[src/rtl/modem_reply_stream_parser_unit_defines.svh]
// Assertion macros shared by the modem reply stream parser RTL.
// No dependencies; the including module must have clock and reset in scope.
`ifndef MODEM_REPLY_STREAM_PARSER_UNIT_DEFINES_SVH
`define MODEM_REPLY_STREAM_PARSER_UNIT_DEFINES_SVH

// Same-cycle implication, checked outside reset.
`define MRSP_ASSERT_IMPLIES(label, ante, cons, msg) \
   label: assert property (@(posedge clock) disable iff (reset) (ante) |-> (cons)) \
      else $error(msg);

// Next-cycle implication, checked outside reset.
`define MRSP_ASSERT_NEXT(label, ante, cons, msg) \
   label: assert property (@(posedge clock) disable iff (reset) (ante) |=> (cons)) \
      else $error(msg);

`endif

[src/rtl/mrsp_pkg.sv]
// Types and constants for the modem reply stream parser.
// No dependencies.
package mrsp_pkg;

   // Command codes of an input item.
   typedef enum logic [1:0] {
      CMD_BYTE  = 2'd0,
      CMD_LINE  = 2'd1,
      CMD_ACK   = 2'd2,
      CMD_CLEAR = 2'd3
   } cmd_type;

   // Parser modes, also reported on the result channel.
   typedef enum logic [2:0] {
      MODE_LINE    = 3'd0,
      MODE_ACKLEN  = 3'd1,
      MODE_PAYLEN  = 3'd2,
      MODE_TYPE    = 3'd3,
      MODE_PAYLOAD = 3'd4,
      MODE_DONE    = 3'd5
   } mode_type;

   // Bit positions in the reply flag vector.
   localparam int unsigned FLAG_OK        = 0;
   localparam int unsigned FLAG_ERROR     = 1;
   localparam int unsigned FLAG_NOCARRIER = 2;
   localparam int unsigned FLAG_CONNECT   = 3;
   localparam int unsigned FLAG_BYTE      = 4;
   localparam int unsigned FLAG_COUNT     = 5;

   // Characters of interest.
   localparam logic [7:0] CHAR_CR   = 8'h0D;
   localparam logic [7:0] CHAR_LF   = 8'h0A;
   localparam logic [7:0] CHAR_NUL  = 8'h00;
   localparam logic [7:0] CHAR_O    = 8'h4F;
   localparam logic [7:0] CHAR_K    = 8'h4B;
   localparam logic [7:0] CHAR_E    = 8'h45;
   localparam logic [7:0] CHAR_R    = 8'h52;
   localparam logic [7:0] CHAR_N    = 8'h4E;
   localparam logic [7:0] CHAR_C    = 8'h43;

   // Length coding: 7 data bits per group, bit 7 flags more groups.
   localparam int unsigned GROUP_BITS = 7;
   localparam int unsigned MORE_BIT   = 7;

endpackage

[src/rtl/modem_reply_stream_parser_unit.sv]
// Receive parser for a modem link: reply line flags and packet length decode.
// Depends on mrsp_pkg and modem_reply_stream_parser_unit_defines.svh.
//
// Usage:
//    The req channel carries one item per handshake: a command (received byte,
//    enter line mode, enter acknowledge mode, clear flags) and a data byte.
//    The rsp channel returns exactly one result item per request item, showing
//    the mode, flags, lengths and type after that item, plus the payload byte
//    and its index when the item was a payload byte.
//    An item is taken at a clock edge where valid is high and stall is low.
//    Each item lands in the input register, then the parse logic updates the
//    state and fills the result register.
//    Throughput is one item per cycle while the receiver does not stall; the
//    only loop is the parser state register, updated once per item by a single
//    shift-or, increment and compare.
//    When the receiver stalls, the result register holds; the input register
//    takes one more item if it is empty, then req_stall is raised.
//    Synchronous reset returns the parser to line mode with all flags, lengths,
//    counts and characters cleared, and empties both registers.
`include "modem_reply_stream_parser_unit_defines.svh"

module modem_reply_stream_parser_unit (
   input  logic        clock,
   input  logic        reset,
   // Request channel
   input  logic        req_valid,
   output logic        req_stall,
   input  logic [1:0]  req_cmd,
   input  logic [7:0]  req_data_byte,
   // Result channel
   output logic        rsp_valid,
   input  logic        rsp_stall,
   output logic [2:0]  rsp_mode,
   output logic        rsp_ok_seen,
   output logic        rsp_error_seen,
   output logic        rsp_no_carrier_seen,
   output logic        rsp_connect_seen,
   output logic        rsp_byte_seen,
   output logic [31:0] rsp_ack_length,
   output logic [7:0]  rsp_packet_type,
   output logic [7:0]  rsp_payload_byte,
   output logic [31:0] rsp_payload_index,
   output logic        rsp_payload_valid,
   output logic        rsp_payload_last
);

   // Handshake control
   logic                req_accept;
   logic                out_ready;
   logic                advance;

   // Input register
   logic                in_valid_ff;
   logic                in_valid_in;
   mrsp_pkg::cmd_type   in_cmd_ff;
   logic [7:0]          in_data_ff;

   // Parser state
   mrsp_pkg::mode_type  mode_ff, mode_in;
   logic [mrsp_pkg::FLAG_COUNT-1:0] flags_ff, flags_in;
   logic [31:0]         acc_ff, acc_in;
   logic [31:0]         ack_ff, ack_in;
   logic [31:0]         count_ff, count_in;
   logic [7:0]          first_ff, first_in;
   logic [7:0]          second_ff, second_in;
   logic [7:0]          type_ff, type_in;

   // Per-item payload values
   logic                pv_in;
   logic                plast_in;
   logic [7:0]          pbyte_in;
   logic [31:0]         pidx_in;

   // Helpers
   logic [31:0]         count_inc;
   logic [31:0]         acc_shifted;
   logic [7:0]          line_a;
   logic [7:0]          line_b;

   // Result register
   logic                out_valid_ff;
   logic                out_valid_in;
   logic [2:0]          out_mode_ff;
   logic [mrsp_pkg::FLAG_COUNT-1:0] out_flags_ff;
   logic [31:0]         out_ack_ff;
   logic [7:0]          out_type_ff;
   logic [7:0]          out_pbyte_ff;
   logic [31:0]         out_pidx_ff;
   logic                out_pv_ff;
   logic                out_plast_ff;

   // Handshake: the result register frees when empty or being taken.
   assign out_ready  = !out_valid_ff || !rsp_stall;
   assign advance    = in_valid_ff && out_ready;
   assign req_stall  = in_valid_ff && !out_ready;
   assign req_accept = req_valid && !req_stall;

   assign in_valid_in  = req_accept ? 1'b1 : (advance ? 1'b0 : in_valid_ff);
   assign out_valid_in = advance ? 1'b1 : (out_valid_ff && !rsp_stall ? 1'b0 : out_valid_ff);

   // Input register.
   always_ff @(posedge clock) begin
      if (reset) begin
         in_valid_ff <= 1'b0;
      end else begin
         in_valid_ff <= in_valid_in;
      end
      if (req_accept) begin
         in_cmd_ff  <= mrsp_pkg::cmd_type'(req_cmd);
         in_data_ff <= req_data_byte;
      end
   end

   // Shared arithmetic for the parse step.
   assign count_inc   = count_ff + 32'd1;
   assign acc_shifted = {acc_ff[31-mrsp_pkg::GROUP_BITS:0],
                         in_data_ff[mrsp_pkg::GROUP_BITS-1:0]};
   // Character positions not yet received in the line read as zero.
   assign line_a = (count_ff != 32'd0) ? first_ff : mrsp_pkg::CHAR_NUL;
   assign line_b = (count_ff > 32'd1) ? second_ff : mrsp_pkg::CHAR_NUL;

   // Next parser state and payload fields for the item in the input register.
   always_comb begin
      mode_in   = mode_ff;
      flags_in  = flags_ff;
      acc_in    = acc_ff;
      ack_in    = ack_ff;
      count_in  = count_ff;
      first_in  = first_ff;
      second_in = second_ff;
      type_in   = type_ff;
      pv_in     = 1'b0;
      plast_in  = 1'b0;
      pbyte_in  = 8'd0;
      pidx_in   = 32'd0;
      unique case (in_cmd_ff)
         mrsp_pkg::CMD_LINE: begin
            mode_in  = mrsp_pkg::MODE_LINE;
            count_in = 32'd0;
         end
         mrsp_pkg::CMD_ACK: begin
            mode_in = mrsp_pkg::MODE_ACKLEN;
            acc_in  = 32'd0;
            ack_in  = 32'd0;
         end
         mrsp_pkg::CMD_CLEAR: begin
            flags_in = '0;
         end
         mrsp_pkg::CMD_BYTE: begin
            flags_in[mrsp_pkg::FLAG_BYTE] = 1'b1;
            unique case (mode_ff)
               mrsp_pkg::MODE_LINE: begin
                  if (in_data_ff == mrsp_pkg::CHAR_CR) begin
                     // End of reply line: match on the first two characters.
                     if (line_a == mrsp_pkg::CHAR_O && line_b == mrsp_pkg::CHAR_K) begin
                        flags_in[mrsp_pkg::FLAG_OK] = 1'b1;
                     end else if (line_a == mrsp_pkg::CHAR_E &&
                                  line_b == mrsp_pkg::CHAR_R) begin
                        flags_in[mrsp_pkg::FLAG_ERROR] = 1'b1;
                     end else if (line_a == mrsp_pkg::CHAR_N &&
                                  line_b == mrsp_pkg::CHAR_O) begin
                        flags_in[mrsp_pkg::FLAG_NOCARRIER] = 1'b1;
                     end else if (line_a == mrsp_pkg::CHAR_C &&
                                  line_b == mrsp_pkg::CHAR_O) begin
                        flags_in[mrsp_pkg::FLAG_CONNECT] = 1'b1;
                     end
                     count_in = 32'd0;
                  end else if (in_data_ff != mrsp_pkg::CHAR_LF &&
                               in_data_ff != mrsp_pkg::CHAR_NUL) begin
                     if (count_ff == 32'd0) begin
                        first_in = in_data_ff;
                     end else if (count_ff == 32'd1) begin
                        second_in = in_data_ff;
                     end
                     // The line count saturates.
                     if (count_ff != '1) begin
                        count_in = count_inc;
                     end
                  end
               end
               mrsp_pkg::MODE_ACKLEN: begin
                  if (!in_data_ff[mrsp_pkg::MORE_BIT]) begin
                     mode_in = mrsp_pkg::MODE_PAYLEN;
                     ack_in  = acc_shifted;
                     acc_in  = 32'd0;
                  end else begin
                     acc_in = acc_shifted;
                  end
               end
               mrsp_pkg::MODE_PAYLEN: begin
                  acc_in = acc_shifted;
                  if (!in_data_ff[mrsp_pkg::MORE_BIT]) begin
                     mode_in = mrsp_pkg::MODE_TYPE;
                  end
               end
               mrsp_pkg::MODE_TYPE: begin
                  type_in  = in_data_ff;
                  count_in = 32'd0;
                  // A zero payload length skips the payload phase.
                  mode_in  = (acc_ff == 32'd0) ? mrsp_pkg::MODE_DONE
                                               : mrsp_pkg::MODE_PAYLOAD;
               end
               mrsp_pkg::MODE_PAYLOAD: begin
                  pv_in    = 1'b1;
                  pbyte_in = in_data_ff;
                  pidx_in  = count_ff;
                  count_in = count_inc;
                  if (count_inc == acc_ff) begin
                     plast_in = 1'b1;
                     mode_in  = mrsp_pkg::MODE_DONE;
                  end
               end
               default: begin
                  // Done mode and unused codes ignore the byte.
               end
            endcase
         end
         default: begin
         end
      endcase
   end

   // Parser state register, updated once per item.
   always_ff @(posedge clock) begin
      if (reset) begin
         mode_ff   <= mrsp_pkg::MODE_LINE;
         flags_ff  <= '0;
         acc_ff    <= 32'd0;
         ack_ff    <= 32'd0;
         count_ff  <= 32'd0;
         first_ff  <= 8'd0;
         second_ff <= 8'd0;
         type_ff   <= 8'd0;
      end else if (advance) begin
         mode_ff   <= mode_in;
         flags_ff  <= flags_in;
         acc_ff    <= acc_in;
         ack_ff    <= ack_in;
         count_ff  <= count_in;
         first_ff  <= first_in;
         second_ff <= second_in;
         type_ff   <= type_in;
      end
   end

   // Result register.
   always_ff @(posedge clock) begin
      if (reset) begin
         out_valid_ff <= 1'b0;
      end else begin
         out_valid_ff <= out_valid_in;
      end
      if (advance) begin
         out_mode_ff  <= mode_in;
         out_flags_ff <= flags_in;
         out_ack_ff   <= ack_in;
         out_type_ff  <= type_in;
         out_pbyte_ff <= pbyte_in;
         out_pidx_ff  <= pidx_in;
         out_pv_ff    <= pv_in;
         out_plast_ff <= plast_in;
      end
   end

   // Result ports.
   assign rsp_valid           = out_valid_ff;
   assign rsp_mode            = out_mode_ff;
   assign rsp_ok_seen         = out_flags_ff[mrsp_pkg::FLAG_OK];
   assign rsp_error_seen      = out_flags_ff[mrsp_pkg::FLAG_ERROR];
   assign rsp_no_carrier_seen = out_flags_ff[mrsp_pkg::FLAG_NOCARRIER];
   assign rsp_connect_seen    = out_flags_ff[mrsp_pkg::FLAG_CONNECT];
   assign rsp_byte_seen       = out_flags_ff[mrsp_pkg::FLAG_BYTE];
   assign rsp_ack_length      = out_ack_ff;
   assign rsp_packet_type     = out_type_ff;
   assign rsp_payload_byte    = out_pbyte_ff;
   assign rsp_payload_index   = out_pidx_ff;
   assign rsp_payload_valid   = out_pv_ff;
   assign rsp_payload_last    = out_plast_ff;

   // Checks on the parse logic and the two-register handoff.
   `MRSP_ASSERT_IMPLIES(a_payload_mode,
      out_valid_ff && out_pv_ff,
      out_mode_ff == mrsp_pkg::MODE_PAYLOAD || out_mode_ff == mrsp_pkg::MODE_DONE,
      "Payload byte reported outside payload or done mode.")
   `MRSP_ASSERT_IMPLIES(a_last_done,
      out_valid_ff && out_plast_ff,
      out_pv_ff && out_mode_ff == mrsp_pkg::MODE_DONE,
      "Last payload byte did not move the parser to done mode.")
   `MRSP_ASSERT_IMPLIES(a_idle_payload_zero,
      out_valid_ff && !out_pv_ff,
      out_pidx_ff == 32'd0 && out_pbyte_ff == 8'd0 && !out_plast_ff,
      "Payload fields not zero on an item without a payload byte.")
   `MRSP_ASSERT_NEXT(a_input_held,
      in_valid_ff && !out_ready,
      in_valid_ff && $stable(in_data_ff) && $stable(in_cmd_ff),
      "Item in the input register lost while the result register was full.")

endmodule

[config.mk]
export PLATFORM = sky130hd
export DESIGN_NAME = modem_reply_stream_parser_unit
export DESIGN_NICKNAME = d
export VERILOG_FILES = /design/src/rtl/mrsp_pkg.sv /design/src/rtl/modem_reply_stream_parser_unit.sv
export VERILOG_INCLUDE_DIRS = /design/src /design/src/rtl
export SDC_FILE = /design/constraint.sdc
export NUM_CORES = 1
export LEC_CHECK = 0
export ABC_AREA = 1
export BUFFER_PORTS_ARGS = -buffer_cell sky130_fd_sc_hd__buf_4
export CORE_MARGIN = 2
export CORE_UTILIZATION = 55
export CTS_BUF_LIST = sky130_fd_sc_hd__clkbuf_8
export DETAILED_ROUTE_END_ITERATION = 8
export PLACE_DENSITY = 0.86
export SLEW_MARGIN = 20
export SYNTH_ARGS = -nofsm -noshare
export SYNTH_HDL_FRONTEND = slang
export SYNTH_SLANG_ARGS = --single-unit
export TNS_END_PERCENT = 5
[constraint.sdc]
create_clock -name clock -period 4.95 [get_ports clock]
set_input_delay 0.2475 -clock clock [delete_from_list [all_inputs] [get_ports clock]]
set_output_delay 0.2475 -clock clock [all_outputs]
set_load 0.005 [all_outputs]
# Yosys cells after proc, flatten, opt, wreduce, memory -nomap -nowiden
# Cells that the tools add are included.
# totals
ff_bits	230
out_inout_bits	92
latchBits	0
in_bits	14
mem_count	0
ramBits	0
elab_cells	113
rom_bits	0
# op_classes
order_cmp	1
eq_ne	23
multipliers	0
shift	0
n_mux	37
bitwise_logic	2
n_div	0
n_reduce_logical	29
add_sub_neg	1
# ops
operator	count
$pmux W32 S2	4
$mux W32	6
$pmux W32 S3	1
$logic_not A32 Y1	2
$eq A8 B7 Y1 const B	7
$add A32 B1 Y32 const B	1
$eq A32 B1 Y1 const B	1
$eq A32 B32 Y1	1
$gt A32 B1 Y1 const B	1
$mux W8	4
$ne A32 B32 Y1 const B	1
$reduce_bool A32 Y1	1
$mux W1	12
$mux W3	4
$pmux W3 S4	1
$pmux W5 S2	1
$logic_and A1 B1 Y1	9
$pmux W3 S3	1
$eq A8 B4 Y1 const B	1
$mux W4	2
$ne A4 B4 Y1 const B	2
$ne A8 B4 Y1 const B	1
$reduce_bool A2 Y1	4
$reduce_bool A8 Y1	1
other kinds (18)	24

# Logic depth before layout (Yosys ltp)
# depth
depth_word	11
depth_mapped	19
depth_no_buf	19

# Worst setup path before layout
# Ideal clock, no wire load.
# synth_timing
path_type	register to register
from	register out_valid_ff (netlist: rsp_valid)
to	register acc_ff[2]
setup_ps	135
path_stages_with_launch	11
n_path_buf	2
required_ps	4815
slack_ps	553
period_less_slack_ps	4397
arrival_time_ps	4262
cell_sequence	dfxtp_1 nand2_1 inv_1 nor2_1 clkbuf_1 o31ai_1 nor2_1 clkinv_1 clkbuf_1 nand2_1 a21oi_1
# synth_between
elab_chain_len	4
# synth_lines
element	line_no	source
start: declaration	modem_reply_stream_parser_unit.sv:81	logic out_valid_ff;
start signal: assignment	modem_reply_stream_parser_unit.sv:251	out_valid_ff <= out_valid_in;
$logic_not A1 Y1	modem_reply_stream_parser_unit.sv:93	assign out_ready = !out_valid_ff || !rsp_stall;
$logic_or A1 B1 Y1	modem_reply_stream_parser_unit.sv:93	
$logic_and A1 B1 Y1	modem_reply_stream_parser_unit.sv:94	assign advance = in_valid_ff && out_ready;
named net advance	modem_reply_stream_parser_unit.sv:50	logic advance;
$reduce_and A3 Y1 (no line)	n/a	
end signal: assignment	modem_reply_stream_parser_unit.sv:237	acc_ff <= acc_in;
end: declaration	modem_reply_stream_parser_unit.sv:61	logic [31:0] acc_ff, acc_in;
# The timed path passes the listed nets, and every way through them passes these cells.
# A chain may end at the register's enable or synchronous reset.

# Worst setup path in the final report
# layout_timing
from	register mode_ff[2]
to	register count_ff[30]
# layout_between
elab_chain_len	3
# layout_lines
element	line_no	source
start: declaration	modem_reply_stream_parser_unit.sv:59	mrsp_pkg::mode_type mode_ff, mode_in;
start signal: assignment	modem_reply_stream_parser_unit.sv:226	mode_ff <= mrsp_pkg::MODE_LINE;
start signal: assignment	modem_reply_stream_parser_unit.sv:235	mode_ff <= mode_in;
$eq A3 B3 Y1 (tied with other cells)	modem_reply_stream_parser_unit.sv:151	unique case (mode_ff)
$pmux W32 S3 (tied with other cells)	modem_reply_stream_parser_unit.sv:151	
$pmux W32 S2 / $reduce_and A5 Y1 (equally long branches)	n/a	
end signal: assignment	modem_reply_stream_parser_unit.sv:239	count_ff <= count_in;
end: declaration	modem_reply_stream_parser_unit.sv:63	logic [31:0] count_ff, count_in;
# Several ways; a longest one is shown, not always the timed one.

==> metrics.cfg <==
[clocking]
postCtsHoldBufs = 12
clk_latency_ns = 0.56
clk_path_buf_depth = 3
cts_resized = 0
cts_sinks = 230
htreeDepth = 2
path_clk_slew_ns = 0.07
post-cts-setup-buffers = 0
clock-root-buffer = clkbuf_8
cts_buffers = 37
cts_tree = done

[power_and_ir_drop]
switching_share = 0.270
p_int_w = 0.00304
ir_drop_mv = 0.189
p_switching_w = 0.00112
power_density_nw_per_um2 = 323
clkPwrFrac = 0.396
comb_power_share = 0.097
p_leak_nw = 5.26
p_seq_frac = 0.507

[sta]
tightest_slew_ns = 0.980
tns_ns = 0
fmax_ghz = 0.294
finalClockSkew_ns = 0.0399
relSlewSlack = 0.341
slew_viol_final = 0
timing.final.ws_setup_ns = 1.55
min_period_ns = 3.40
rsz0062_at_grt = false
fin_crit_sh = 0.686
hold_viol_final = 0
setup_viol_count_final = 0
holdWs_ns = 0.393

[placement]
dp_cells = 1724
dp_slack_ns = 1.70
dp_hpwl_mm = 20.8
io_buffers = 105
gp_congestion = 0.956

[critical_path]
critPathKind = reg2reg
worstPathArrival_ns = 3.78
critical-path-max-stage-delay_ns = 0.66
crit_fanout = 49
crit_slowest_cell = nand2_2
cpLargestDelayFamily = simple AND/OR/NAND/NOR gates
cp-end-kind = flip-flop
start_kind = flip-flop
crit_buf_inv = 4
path_cells = inv_1 > nor3_2 > inv_2 > nand3_2 > nor2_1 > inv_2 > nand2_1 > o32ai_2 > nor2_1 > nand2_2 > inv_2 > nand4_1 > a21oi_1
path_common_cell = inv_2
cp.required_ns = 5.34

[die]
io_pins = 106
rows = 51
dieWidth_um = 146
start_util = 0.565
die_h_um = 146
fp.dieArea_sq_um = 21300
core-area_sq_um = 19700

[final_layout]
antenna_cells = 0
fin_cells = 1804
nets = 1532
fillers = 1658
multi_input_area_sq_um = 4470
drive_above_1_share = 0.142
syn_to_final_growth_pct = 16.1
seq_area_sq_um = 5610

[synth]
syn_area_sq_um = 11100
synth_ff_type = dfxtp_1
postSynthNetCount = 1427
synthCells = 1405
synth_seq_cells = 230
ys_types = 45
seq_area_frac_synth = 0.505
syn_avg_cell_area_sq_um = 7.90
synth_edf_count = 100
async_flop_share = 0
yosys_warnings = 0

[drt]
wl_per_cell_um = 16.8
via_per_inst = 5.63
drtPass1Iterations = 6
wirelength_mm = 30.2
drtIter0Drc = 1390
drc = 0
dr_total_vias = 10148
ant_nets = 0

[job]
max-cap-violations = 0

[global_route]
grt_util_all_layers = 0.279
antenna_found_initial = 0
grt_max_degree = 107
grt_pass1_wl_mm = 48.1
grt_pass1_vias = 9312
grt.overflow.total = 0

[min_path]
hold_class = in2reg

[run_status]
outcome = finished, final reports clean

## sequential cells by signal (all words and copies together), names as in the netlist, 8 cells and up
name / count
rsp_packet_type: 8
rsp_ack_length: 32
ack_ff: 32
acc_ff: 32
first_ff: 8
type_ff: 8
second_ff: 8
rsp_payload_byte: 8
rsp_payload_index: 32
in_data_ff: 8
count_ff: 32
## worst register-to-register path, cell delays in order, from the launching register on
cell	delay, ns
dfxtp_1	0.42
inv_1	0.11
nor3_2	0.38
inv_2	0.21
nand3_2	0.15
nor2_1	0.06
inv_2	0.13
nand2_1	0.11
o32ai_2	0.31
nor2_1	0.13
nand2_2	0.66
inv_2	0.32
nand4_1	0.17
a21oi_1	0.08
## layout by cell type, fill, tap and decap left out, types with 15 or more instances in the layout
cell type,instances
a21oi_1,138
buf_4,112
clkbuf_8,38
dfxtp_1,130
edfxtp_1,100
inv_1,197
inv_2,15
nand2_1,255
nand3_1,113
nand4_1,17
nor2_1,151
o21ai_0,117
## metal layers
metal	part of all wire	up-vias	wire length (um)	track usage
met5	0	-	0	0
met2	0.45	532	13500	0.432
met4	0.020	0	605	0.0811
li1	-	4868	-	-
met3	0.091	58	2760	0.0569
met1	0.44	4690	13300	0.399
## Yosys cell counts, types with 2 or more instances
master | number | share of area
a211oi_1 | 12 | 0.0081
buf_2 | 9 | 0.0041
o31ai_1 | 2 | 0.0014
nand2_4 | 3 | 0.0030
nand3b_1 | 4 | 0.0027
clkbuf_1 | 44 | 0.015
xnor2_1 | 2 | 0.0016
o21ai_1 | 9 | 0.0041
a21oi_1 | 139 | 0.063
xor2_1 | 3 | 0.0024
nand2_2 | 5 | 0.0028
dfxtp_1 | 130 | 0.23
buf_6 | 3 | 0.0030
ha_1 | 8 | 0.0090
o21ai_0 | 117 | 0.053
nor4b_1 | 2 | 0.0016
o32ai_1 | 6 | 0.0047
inv_1 | 191 | 0.065
nor3_2 | 2 | 0.0018
nor4_1 | 6 | 0.0034
edfxtp_1 | 100 | 0.27
nor3_1 | 11 | 0.0050
nand4_1 | 17 | 0.0096
nor4_4 | 2 | 0.0038
nand2_1 | 255 | 0.086
nor2_1 | 153 | 0.052
and2_1 | 3 | 0.0017
buf_1 | 2 | 0.00068
inv_2 | 15 | 0.0051
nand3_1 | 113 | 0.051
a211oi_2 | 4 | 0.0045
o22ai_1 | 8 | 0.0045
nor2_2 | 5 | 0.0028
nor2_4 | 9 | 0.0091
## power by group through the flow
stage	combinational (W)	sequential (W)	clock, W
2_1_floorplan	0.000249	0.00214	0
3_3_place_gp	0.000375	0.00215	0
3_5_place_dp	0.000386	0.00215	0
4_1_cts	0.000397	0.00211	0.00165
5_1_grt	0.000445	0.00212	0.00175
6_report	0.000403	0.00211	0.00164
## through the flow
stage	utilization	total power [W]	cell area, sq um
after detailed placement	0.612	0.00253	12000
after global routing	0.656	0.00431	12900
final	0.656	0.00416	12900
after CTS	0.655	0.00415	12900
after floorplan	-	0.00239	11100
after global placement	0.612	0.00252	12000
## final timing paths
check                                start           end  slack, ns  depth (start not counted)
worst max-delay path            mode_ff[2]  count_ff[30]       1.55                         13
worst min-delay path                 reset     acc_ff[2]       0.39                          3
worst min register to register  acc_ff[30]    acc_ff[30]       0.47                          2
worst max register to register  mode_ff[2]  count_ff[30]       1.55                         13
## final cells by class
| class | count | share of cell area |
|---|---|---|
| Clock inverter | 30 | 0.0161 |
| Timing Repair Buffer | 125 | 0.0754 |
| Sequential cell | 230 | 0.435 |
| Multi-Input combinational cell | 909 | 0.347 |
| Clock buffer | 38 | 0.0406 |
| Inverter | 207 | 0.0603 |
| Tap cell | 265 | 0.0257 |
## cell families after synthesis
logic type               after synthesis  synth area share
AO/OA/AOI/OAI                        303             0.148
XOR/XNOR                               5           0.00395
adder cells (fa/ha/maj)                8           0.00902
buffers and inverters                266            0.0934
flip-flops                           230             0.505
AND/OR/NAND/NOR                      593             0.241
No activity file was read; power rests on OpenSTA's default activity.
